$ cat config.mk
export PLATFORM = sky130hd
export DESIGN_NAME = fhlp_ram
export DESIGN_NICKNAME = d
export VERILOG_FILES = /design/src/rtl/core/assert_macros.svh /design/src/rtl/core/fhlp_ram.sv
export SDC_FILE = /design/constraint.sdc
export NUM_CORES = 1
export LEC_CHECK = 0
export BUFFER_PORTS_ARGS = -buffer_cell sky130_fd_sc_hd__clkbuf_2
export CAP_MARGIN = 0
export CORE_UTILIZATION = 50
export DETAILED_ROUTE_END_ITERATION = 8
export PLACE_DENSITY = 0.68
export SYNTH_ARGS = -nofsm -noshare
export SYNTH_HDL_FRONTEND = slang
export SYNTH_SLANG_ARGS = --single-unit
$ cat constraint.sdc
create_clock -name clk -period 5.23 [get_ports clk]
set_input_delay 1.569 -clock clk [delete_from_list [all_inputs] [get_ports clk]]
set_output_delay 1.569 -clock clk [all_outputs]
set_load 0.1 [all_outputs]
$ cat src/rtl/core/assert_macros.svh
// Assertion macros shared by the RTL that checks itself.
// No dependencies.
`ifndef ASSERT_MACROS_SVH
`define ASSERT_MACROS_SVH

// Implication checked on every clock edge, masked during reset.
`define ASSERT_IMPL(label, clk, rst, prop, msg) \
  label: assert property (@(posedge clk) disable iff (rst) (prop)) else $error(msg);

// Plain check that must hold at every edge, reset included.
`define ASSERT_ALWAYS(label, clk, prop, msg) \
  label: assert property (@(posedge clk) (prop)) else $error(msg);

`endif

$ cat src/rtl/core/fhlp_ram.sv
// Generic single-port-write, registered-read RAM.
// No dependencies.
`default_nettype none
module fhlp_ram #(
  parameter int unsigned WIDTH = 8,
  parameter int unsigned DEPTH = 16
) (
  input  wire logic                     clk,
  input  wire logic                     we,
  input  wire logic [$clog2(DEPTH)-1:0] waddr,
  input  wire logic [WIDTH-1:0]         wdata,
  input  wire logic [$clog2(DEPTH)-1:0] raddr,
  output logic      [WIDTH-1:0]         rdata
);
  logic [WIDTH-1:0] mem [DEPTH];

  always_ff @(posedge clk) begin
    if (we) begin
      mem[waddr] <= wdata;
    end
    rdata <= mem[raddr];
  end
endmodule
`default_nettype wire

==> out/metrics.yaml <==
powerDensity_nw_per_um2: 425
cts_tree: "done"
post_cts_buffers: 0
synthFlopType: "edfxtp_1"
drtIter0Drc: 122
r2r_cells: 3
r2r_end: "rdata[6]"
final_layout_size_suffix_gt1_share_pct: 27.4
finalHoldViolations: 0
cts.sinks: 136
comb_power_share_pct: 6.1
power_mw: 2.54
drc_errors: 0
worstHoldStart: "mem[13][7]"
finalMaxSlewViolations: 0
synth-edff-count: 128
grt_pass1_wl_um: 13900
clkPwrFrac_pct: 45.5
path_clk_slew_ns: 0.06
min_path_type: "reg2reg"
path_max_fanout: 22
final_common_cell: "edfxtp_1"
reg2reg_slack_ns: 3.89
status: "finished, final reports clean"
first_pass_iters: 4
tightest_slew_ns: 0.895
syn_area_per_cell_um2: 22.5
vias: 2364
synth_seq_cells: 136
die_area_um2: 10700
synth_cells: 229
portBuffers: 25
fin_skew_ns: 0.00636
start_util_pct: 52.2
seq_power_share_pct: 48.4
clock_path_buffers: 2
fin_crit_sh_pct: 57.4
ir_drop_v: 0.000166
dpl_cell_area_um2: 5390
fmax_mhz: 333
r2r_start: "mem[12][6]"
crit_start: "raddr[0]"
drt-met1-wl_um: 3970
async_flop_share_pct: 0
die_w_um: 103
seq_area_frac_synth_pct: 77.8
htreeDepth: 4
ctsRootBufferMaster: "clkbuf_8"
antenna_cells: 0
grt_max_degree: 33
cp_num_buf_inv: 2
wl_met3_um: 411
setup_tns_ns: 0
crit_slowest_cell: "clkbuf_2"
grt_pass1_vias: 2400
ys_warn_count: 0
critPathMaxStageDelay_ns: 0.57
hold_buffers: 0
worst-path-stages: 5
internal_power_mw: 2.01
viasPerCell: 5.71
cp_data_arrival_time_ns: 3.42
synth_area_um2: 5150
syn_to_final_growth_pct: 16.0
ctsResizeCount: 0
crit_required_ns: 5.64
syn_nets: 247
setup_viol: 0
cp-end-kind: "register"
switching_share_pct: 20.8
fin_crit_ns: 3.00
gp_congestion: 0.777
fin_cells: 414
avgRoutedWirePerCell_um: 22.5
grt_usage_pct: 19.9
final_util_pct: 60.5
antenna_found_initial: 0
relSlewSlack_pct: 40.1
stdcell_area_um2: 5970
numCtsBuffers: 17
die_y_um: 103
core-area_um2: 9860
nNetsFinal: 286
cap_violations: 0
wl_um: 9300
num_rows: 36
postRouteAntennaNets: 0
final_cell_mix: "edfxtp_1 (128), clkbuf_2 (25), mux4_2 (18)"
cp_top_family: "buffers and inverters"
met2_length_um: 4720
cellLeakagePower_nw: 2.01
switchingPower_mw: 0.527
start_kind: "input port"
grt.overflow.total: 0
crit_path_end: "rdata[7]"
synth_cell_types: 19
cp_cell_sequence: "clkbuf_2 -> buf_4 -> mux4_2 -> a22oi_1 -> nand2_1"
place_inst: 382
critical_path_class: "in2reg"
clock_latency_ns: 0.53
post-dp-hpwl_um: 5800
rsz0062_at_grt: "no"
dr.max_layer_used: "met4"
ioPinCount: 26
==> Yosys cell counts, drive strengths merged, types with 2 or more instances <==
master,n,area share (%)
edfxtp,128,75
nor3,4,0.39
dfxtp,8,3.1
nor2,13,0.95
nand2b,2,0.24
nand3b,2,0.29
buf,7,1.1
nand2,9,0.66
a22oi,16,2.3
mux4,32,15
clkdlybuf4s25,3,0.58
==> through the flow <==
step	hold WS [ns]	worst slack, ns
after floorplan	0.629	2.17
after global placement	0.653	1.64
after detailed placement	0.657	1.63
after CTS	0.666	2.19
after global routing	0.687	2.11
final	0.660	2.23
==> worst reg2reg max path, stage by stage, from the launching register on <==
cell and delay [ns]:
edfxtp_1 0.40, mux4_2 0.48, a22oi_1 0.18, nand2_1 0.15
==> routing by layer <==
metal	vias to the layer above	global-route usage [%]
li1	1049	-
met1	1234	26.0
met2	65	30.4
met3	16	6.12
met4	0	10.1
met5	-	0
==> how the worst min path moves through the flow <==
stage | endpoint | cells past startpoint
6_report | rdata[7] | 3
2_1_floorplan | rdata[0] | 3
5_1_grt | rdata[7] | 3
3_3_place_gp | rdata[0] | 3
4_1_cts | rdata[0] | 3
3_5_place_dp | rdata[0] | 3
==> power groups by stage <==
stage          Clock [mW]  Combinational [mW]  Sequential (mW)
3_3_place_gp            0               0.155             1.25
5_1_grt              1.22               0.165             1.23
2_1_floorplan           0              0.0619             1.30
4_1_cts              1.17               0.158             1.23
3_5_place_dp            0               0.157             1.25
6_report             1.15               0.155             1.23
==> logic make-up (layout without fill, tap and decap cells) <==
kind of cell    Yosys count  count (layout)  share of synthesized area [%]
buf+inv                  10              62                           1.68
mux                      32              32                           15.0
simple gates             35              35                           3.18
flops                   136             136                           77.8
compound gates           16              16                           2.33
==> state kept, by name, indices dropped and copies added (netlist names) <==
register,flops
mem,128
rdata,8
==> layout make-up <==
cell class	instances	area (um2)
flip-flops and latches	136	4000
repair buffers	30	163
clock buffers	23	457
clock inverters	9	123
fillers	681	3890
multi-input cells	83	1060
well taps	133	166
Power figures use the tool's default switching activity.
