### src/rtl/core/assert_macros.svh
// Assertion macros shared by the RTL that checks itself.
// No dependencies.
`ifndef ASSERT_MACROS_SVH
`define ASSERT_MACROS_SVH

// Implication checked on every clock edge, masked during reset.
`define ASSERT_IMPL(label, clk, rst, prop, msg) \
  label: assert property (@(posedge clk) disable iff (rst) (prop)) else $error(msg);

// Plain check that must hold at every edge, reset included.
`define ASSERT_ALWAYS(label, clk, prop, msg) \
  label: assert property (@(posedge clk) (prop)) else $error(msg);

`endif

### src/rtl/core/fhlp_pkg.sv
// Shared types and constants for the FNV hashed linear probe table.
// No dependencies.
`default_nettype none
package fhlp_pkg;
  localparam int unsigned TABLE_DEPTH = 256;
  localparam int unsigned IDX_W       = $clog2(TABLE_DEPTH);
  localparam int unsigned HASH_W      = 64;
  localparam int unsigned VAL_W       = 32;
  localparam int unsigned ENTRY_W     = HASH_W + VAL_W;

  localparam logic [HASH_W-1:0] FNV_BASIS = 64'hcbf29ce484222325;

  localparam logic       CMD_INSERT = 1'b0;
  localparam logic       CMD_LOOKUP = 1'b1;

  localparam logic [1:0] ST_INSERTED = 2'd0;
  localparam logic [1:0] ST_FULL     = 2'd1;
  localparam logic [1:0] ST_HIT      = 2'd2;
  localparam logic [1:0] ST_MISS     = 2'd3;

  typedef struct packed {
    logic             command;
    logic [7:0]       key_byte;
    logic             byte_present;
    logic             last_byte;
    logic [VAL_W-1:0] entry_value;
  } req_t;

  typedef struct packed {
    logic [1:0]       status;
    logic [VAL_W-1:0] found_value;
  } rsp_t;
endpackage
`default_nettype wire

### src/rtl/core/fhlp_hash.sv
// Running FNV-1a 64-bit hash over key bytes.
// Depends on fhlp_pkg.
`default_nettype none
module fhlp_hash (
  input  wire logic                          clk,
  input  wire logic                          rst,
  input  wire logic                          step,
  input  wire logic [7:0]                    key_byte,
  input  wire logic                          byte_present,
  input  wire logic                          last_byte,
  output logic      [fhlp_pkg::HASH_W-1:0]   hash_out
);
  import fhlp_pkg::*;

  logic [HASH_W-1:0] acc;
  logic [HASH_W-1:0] mixed;
  logic [HASH_W-1:0] folded;

  // prime = 2^40 + 0x1b3, so the product is a shift plus a short add chain
  always_comb begin
    mixed  = acc ^ {56'd0, key_byte};
    folded = (mixed << 40) + (mixed << 8) + (mixed << 7) + (mixed << 5)
           + (mixed << 4) + (mixed << 1) + mixed;
    hash_out = byte_present ? folded : acc;
  end

  always_ff @(posedge clk) begin
    if (rst) begin
      acc <= FNV_BASIS;
    end else if (step) begin
      acc <= last_byte ? FNV_BASIS : hash_out;
    end
  end
endmodule
`default_nettype wire

### config.mk
export PLATFORM = sky130hd
export DESIGN_NAME = fhlp_hash
export DESIGN_NICKNAME = d
export VERILOG_FILES = /design/src/rtl/core/assert_macros.svh /design/src/rtl/core/fhlp_pkg.sv /design/src/rtl/core/fhlp_hash.sv
export SDC_FILE = /design/constraint.sdc
export NUM_CORES = 1
export LEC_CHECK = 0
export BUFFER_PORTS_ARGS = -buffer_cell sky130_fd_sc_hd__buf_2
export CAP_MARGIN = 20
export CORE_ASPECT_RATIO = 2
export CORE_UTILIZATION = 55
export DETAILED_ROUTE_END_ITERATION = 10
export PLACE_DENSITY = 0.76
export SKIP_CTS_REPAIR_TIMING = 1
export SLEW_MARGIN = 20
export SYNTH_ARGS = -nofsm -noshare
export SYNTH_HDL_FRONTEND = slang
export SYNTH_SLANG_ARGS = --single-unit
export TNS_END_PERCENT = 5
### constraint.sdc
create_clock -name clk -period 5.4 [get_ports clk]
set_input_delay 0 -clock clk [delete_from_list [all_inputs] [get_ports clk]]
set_output_delay 0 -clock clk [all_outputs]
set_load 0.02 [all_outputs]
==> impl_metrics.tcl, run 1 <==
set metrics [dict create \
    wl_met2_mm 25.0 \
    yosysUniqueCellTypes 72 \
    setup_ws_ns -0.203 \
    r2r_slack_ns 0.12 \
    synth_seq_cells 64 \
    io_pins 77 \
    dieArea_um2 25500 \
    die-height_um 225 \
    cts.htree.levels 3 \
    status "finished with violations" \
    critPathKind "flip-flop to output port" \
    top_register "acc" \
    fp-row-count 81 \
    grt_overflow_total 0 \
    root_buffer "clkbuf_16" \
    track_usage_pct 35.1 \
    critPathLaunchType "flip-flop" \
    io_buffers 76 \
    finalCriticalPeriod_ns 5.60 \
    viasPerCell 5.85 \
    reg_top3 "acc x64" \
    grt_max_degree 66 \
    drt_pass1_iterations 5 \
    hpwl_mm 35.1 \
    core_area_um2 24400 \
    grt_pass1_vias 12700 \
    setup_viol 23 \
    wl_met3_mm 2.42 \
    max_clock_freq_mhz 178 \
    cts_buffers 9 \
    worst_clock_skew_ns 0.0153 \
    tightest_slew_ns 1.20 \
    finalHoldViolCount 0 \
    antenna_left 0 \
    fin_setup_tns_ns -1.47 \
    rsz0062_at_grt "yes" \
    arrival_ns 5.60 \
    fillCellCount 1688 \
    crit_fanout 6 \
    crit_required_ns 5.40 \
    clk_pin_slew_ns 0.06 \
    area_growth_pct 30.0 \
    synth_largest_area_cell "fa_1" \
    gp_congestion 0.984 \
    synth_flop_cell "dfxtp_1" \
    async_reset_ff_share_pct 0 \
    largest_register_ffs 64 \
    antenna_found_initial 0 \
    antenna_cells 0 \
    max-clock-path-buffers 2 \
    drv_slew 0 \
    wl_met1_mm 15.3 \
    grt_pass1_wl_mm 66.1 \
    slew_headroom_pct 19.6 \
    synth_edf_count 0 \
    routed.top_layer "met4" \
    initial_utilization_pct 55.9 \
    worstSetupEndpointType "output port" \
    cts_tree "built" \
    vias 12500 \
    maxCapViolCount 0 \
    drive_gt1_share_pct 32.8 \
    drt_iter0_drc 878 \
    synth.top_cell.area_share_pct 35.9 \
    min_period_over_period_pct 104 \
    synth_nets 1906 \
    holdWs_ns 0.137 \
    routed_wl_mm 47.0 \
    hold_class "input pin to flip-flop" \
    seq_area_frac_synth_pct 9.38 \
    wl_per_cell_um 21.9 \
    fin_nets 2175 \
    die_width_um 113 \
    avgSynthCellArea_um2 8.88 \
    yosysWarnings 0 \
    clk_latency_ns 0.37 \
    clock_sinks 64 \
    violations "negative setup slack" \
    synthTopCellsByArea "fa_1 36%, inv_1 11%, ha_1 10%, dfxtp_1 9.4%, xnor2_1 3.0%" \
    syn_area_um2 13700 \
    syn_inst 1538 \
    drc 0 \
]
final cells by class:
type	instances	area [um^2]	share of cell area (%)
Clock buffer	13	260	1.47
Timing Repair Buffer	307	2310	13.0
Inverter	394	1570	8.84
Tap cell	332	415	2.34
Multi-Input combinational cell	1031	11800	66.6
Clock inverter	3	40.0	0.226
Sequential cell	64	1330	7.51
per-stage QoR:
step / std cells / area, um^2 / utilization (%) / worst slack (ns)
floorplan: 1538 / 13700 / - / 0.222
global placement: 2035 / 15300 / 62.6 / -0.0534
detailed placement: 2035 / 15300 / 62.6 / -0.0746
CTS: 2051 / 15600 / 63.8 / -0.494
global route: 2144 / 17800 / 72.7 / -0.330
finish: 2144 / 17800 / 72.7 / -0.203
metal layers:
metal / vias up / global-route usage (%)
met1: 6205 / 35.1
met4: 0 / 28.7
li1: 5421 / -
met2: 649 / 64.5
met3: 267 / 3.99
met5: - / 0
cells by family after synthesis:
| logic type | Yosys count | share of synthesized area, % |
|---|---|---|
| compound gates | 311 | 15.8 |
| xor+xnor | 74 | 4.75 |
| fa+ha+maj | 355 | 46.0 |
| buf+inv | 443 | 12.4 |
| flops | 64 | 9.38 |
| mux | 34 | 2.73 |
| simple gates | 257 | 8.97 |
worst max-delay path, cell delays in order, from the launching register on:
cell	delay [ns]
dfxtp_2	0.35
clkinvlp_4	0.19
buf_4	0.22
fa_1	0.52
inv_1	0.06
fa_1	0.47
inv_1	0.05
fa_1	0.48
inv_1	0.06
ha_1	0.31
ha_4	0.24
a21oi_4	0.18
o21ai_2	0.08
a221o_1	0.35
a221o_1	0.39
o21ai_2	0.17
nand2_2	0.13
buf_6	0.15
a221oi_4	0.29
xnor2_2	0.13
mux2_4	0.28
buf_6	0.13
Yosys cell counts (8+ instances only):
cell type  number
inv_1         393
fa_1          245
ha_1          110
a21oi_1        76
nor2_1         75
nand2_1        70
dfxtp_1        64
a21o_1         52
o21ai_0        48
xnor2_1        47
clkbuf_1       39
xor2_1         27
a2bb2oi_1      26
mux2_2         22
nand2b_1       19
nand3_1        18
nand4_1        16
and3_1         14
nor3_1         14
o22ai_1        13
o21bai_1       12
mux2i_1        11
a31oi_1         8
and2_1          8
nor2b_1         8
o31ai_1         8
cell usage in the layout, fill, tap and decap left out, types with 24 or more instances in the layout:
cell type / Yosys / routed
inv_1: 393 / 342
ha_1: 110 / 56
inv_2: 1 / 27
nand2_1: 70 / 68
nor2_1: 75 / 70
a21o_1: 52 / 52
a2bb2oi_1: 26 / 25
o21ai_0: 48 / 38
dfxtp_1: 64 / 30
fa_1: 245 / 241
a21oi_1: 76 / 50
buf_2: 5 / 68
buf_4: 0 / 209
xnor2_1: 47 / 42
a21oi_2: 1 / 24
ha_4: 0 / 46
dfxtp_2: 0 / 30
final timing paths:
path	to	cells after the start	startpoint
worst min register to register	acc[46]	2	acc[46]
worst min-delay path	acc[0]	5	key_byte[0]
worst max register to register	acc[60]	21	acc[23]
worst max-delay path	hash_out[59]	21	acc[23]
Power of run 1 is left out: the tool's default activity adds up to more than one toggle a clock period on the data nets, which glitch-free logic cannot reach.
==> run 2: changes to the inputs <==
Settings changed: TNS_END_PERCENT 5 to 100.
Clock period 5.4 ns to 5.6 ns, I/O delays scaled along.
==> impl_metrics.tcl, run 2 (same netlist as run 1, synthesis figures left out) <==
set metrics [dict create \
    status "finished with violations" \
    violations "negative setup slack" \
    core_area_um2 24400 \
    dieArea_um2 25500 \
    finalCriticalPeriod_ns 5.62 \
    fin_nets 2078 \
    crit_start "acc[16]" \
    crit_fanout 9 \
    rsz0062_at_grt "yes" \
    setup_ws_ns -0.0235 \
    wl_per_cell_um 21.3 \
    track_usage_pct 34.3 \
    setup_viol 1 \
    top_register "acc" \
    slew_headroom_pct 21.8 \
    gp_congestion 0.994 \
    antenna_cells 0 \
    grt_pass1_vias 12400 \
    initial_utilization_pct 55.9 \
    antenna_found_initial 0 \
    vias 11900 \
    cts_buffers 9 \
    crit_path_end "hash_out[59]" \
    tightest_slew_ns 1.17 \
    cts.htree.levels 3 \
    hold_class "input pin to flip-flop" \
    multiInputGateArea_um2 11400 \
    die-height_um 225 \
    dp.cells 1938 \
    finalHoldViolCount 0 \
    antenna_left 0 \
    grt_pass1_wl_mm 65.0 \
    fp-row-count 81 \
    fillCellCount 1843 \
    final_cell_area_um2 16600 \
    drv_slew 0 \
    max_clock_freq_mhz 178 \
    final_common_cell "inv_1" \
    clock_sinks 64 \
    worstSetupEndpointType "output port" \
    area_growth_pct 21.4 \
    largest_register_ffs 64 \
    hpwl_mm 34.1 \
    grt_overflow_total 0 \
    final-seq-area_um2 1320 \
    max-clock-path-buffers 2 \
    final_cells 2047 \
    critPathKind "flip-flop to output port" \
    worst_clock_skew_ns 0.0120 \
    die_width_um 113 \
    critPathLaunchType "flip-flop" \
    drive_gt1_share_pct 24.4 \
    rr_startpoint "acc[16]" \
    io_buffers 76 \
    dpl_cell_area_um2 14600 \
    maxCapViolCount 0 \
    arrival_ns 5.62 \
    mostFrequentLayoutCells "364 x inv_1, 244 x fa_1, 126 x buf_4" \
    routed_wl_mm 43.7 \
    clk_pin_slew_ns 0.07 \
    drt_pass1_iterations 5 \
    crit_required_ns 5.60 \
    r2r_slack_ns 0.34 \
    reg_top3 "acc x64" \
    viasPerCell 5.83 \
    root_buffer "clkbuf_16" \
    reg2regPathDepth 20 \
    cts_tree "built" \
    io_pins 77 \
    min_period_over_period_pct 100 \
    rr_endpoint "acc[59]" \
    clk_latency_ns 0.37 \
    drc 0 \
    drt_iter0_drc 755 \
    grt_max_degree 59 \
]
==> run 2: changes by cell type in the layout (fill, tap and decap cells not counted), sizes merged <==
cell and change:
clkbuf -3, buf -97, bufinv +3
==> run 2: how the worst min path moves through the flow <==
| stage | startpoint | endpoint | slack, ns | cells after the start |
|---|---|---|---|---|
| after floorplan | key_byte[0] | hash_out[0] | 0.21 | 2 |
| after global placement | key_byte[0] | hash_out[0] | 0.43 | 4 |
| after detailed placement | key_byte[0] | hash_out[0] | 0.44 | 4 |
| after CTS | last_byte | acc[20] | 0.13 | 4 |
| after global routing | last_byte | acc[20] | 0.20 | 4 |
| final | last_byte | acc[20] | 0.14 | 4 |
==> run 2: cell type report <==
class                      count  share of cell area (%)
sequential                    64                    7.95
clock inverter                 6                   0.785
inverter                     394                    9.44
tap                          332                    2.51
multi-input combinational   1031                    68.6
clock buffer                  10                    1.44
timing repair buffer         210                    9.30
==> run 2: metal layers <==
metal / track usage, % / part of all wire [%] / vias up
li1: - / - / 5223
met1: 34.4 / 33 / 5940
met2: 63.1 / 53 / 551
met3: 4.04 / 4.9 / 225
met4: 27.4 / 9.0 / 0
met5: 0 / 0 / -
==> run 2: through the flow <==
step                hold WS [ns]  TNS [ns]  setup slack (ns)  util, %
floorplan                  0.209         0             0.422        -
global placement           0.429         0             0.182     59.6
detailed placement         0.438         0             0.164     59.6
CTS                        0.129     -2.55            -0.252     61.1
global route               0.195     -1.24            -0.169     67.9
finish                     0.138   -0.0235           -0.0235     67.9
==> run 2: critical path, stage by stage, from the launching register on <==
cell and delay [ns]:
dfxtp_1 0.35, clkinvlp_4 0.11, buf_12 0.16, fa_1 0.53, inv_1 0.05, fa_1 0.54, inv_1 0.05, fa_1 0.49
inv_1 0.05, ha_1 0.27, ha_1 0.39, a21oi_1 0.30, o21ai_1 0.17, a32oi_2 0.38, a21oi_2 0.14, o21ai_2 0.26
nand2_4 0.13, a221oi_4 0.31, xnor2_2 0.13, mux2_4 0.27, buf_4 0.16
Power of run 2 is left out for the same reason.
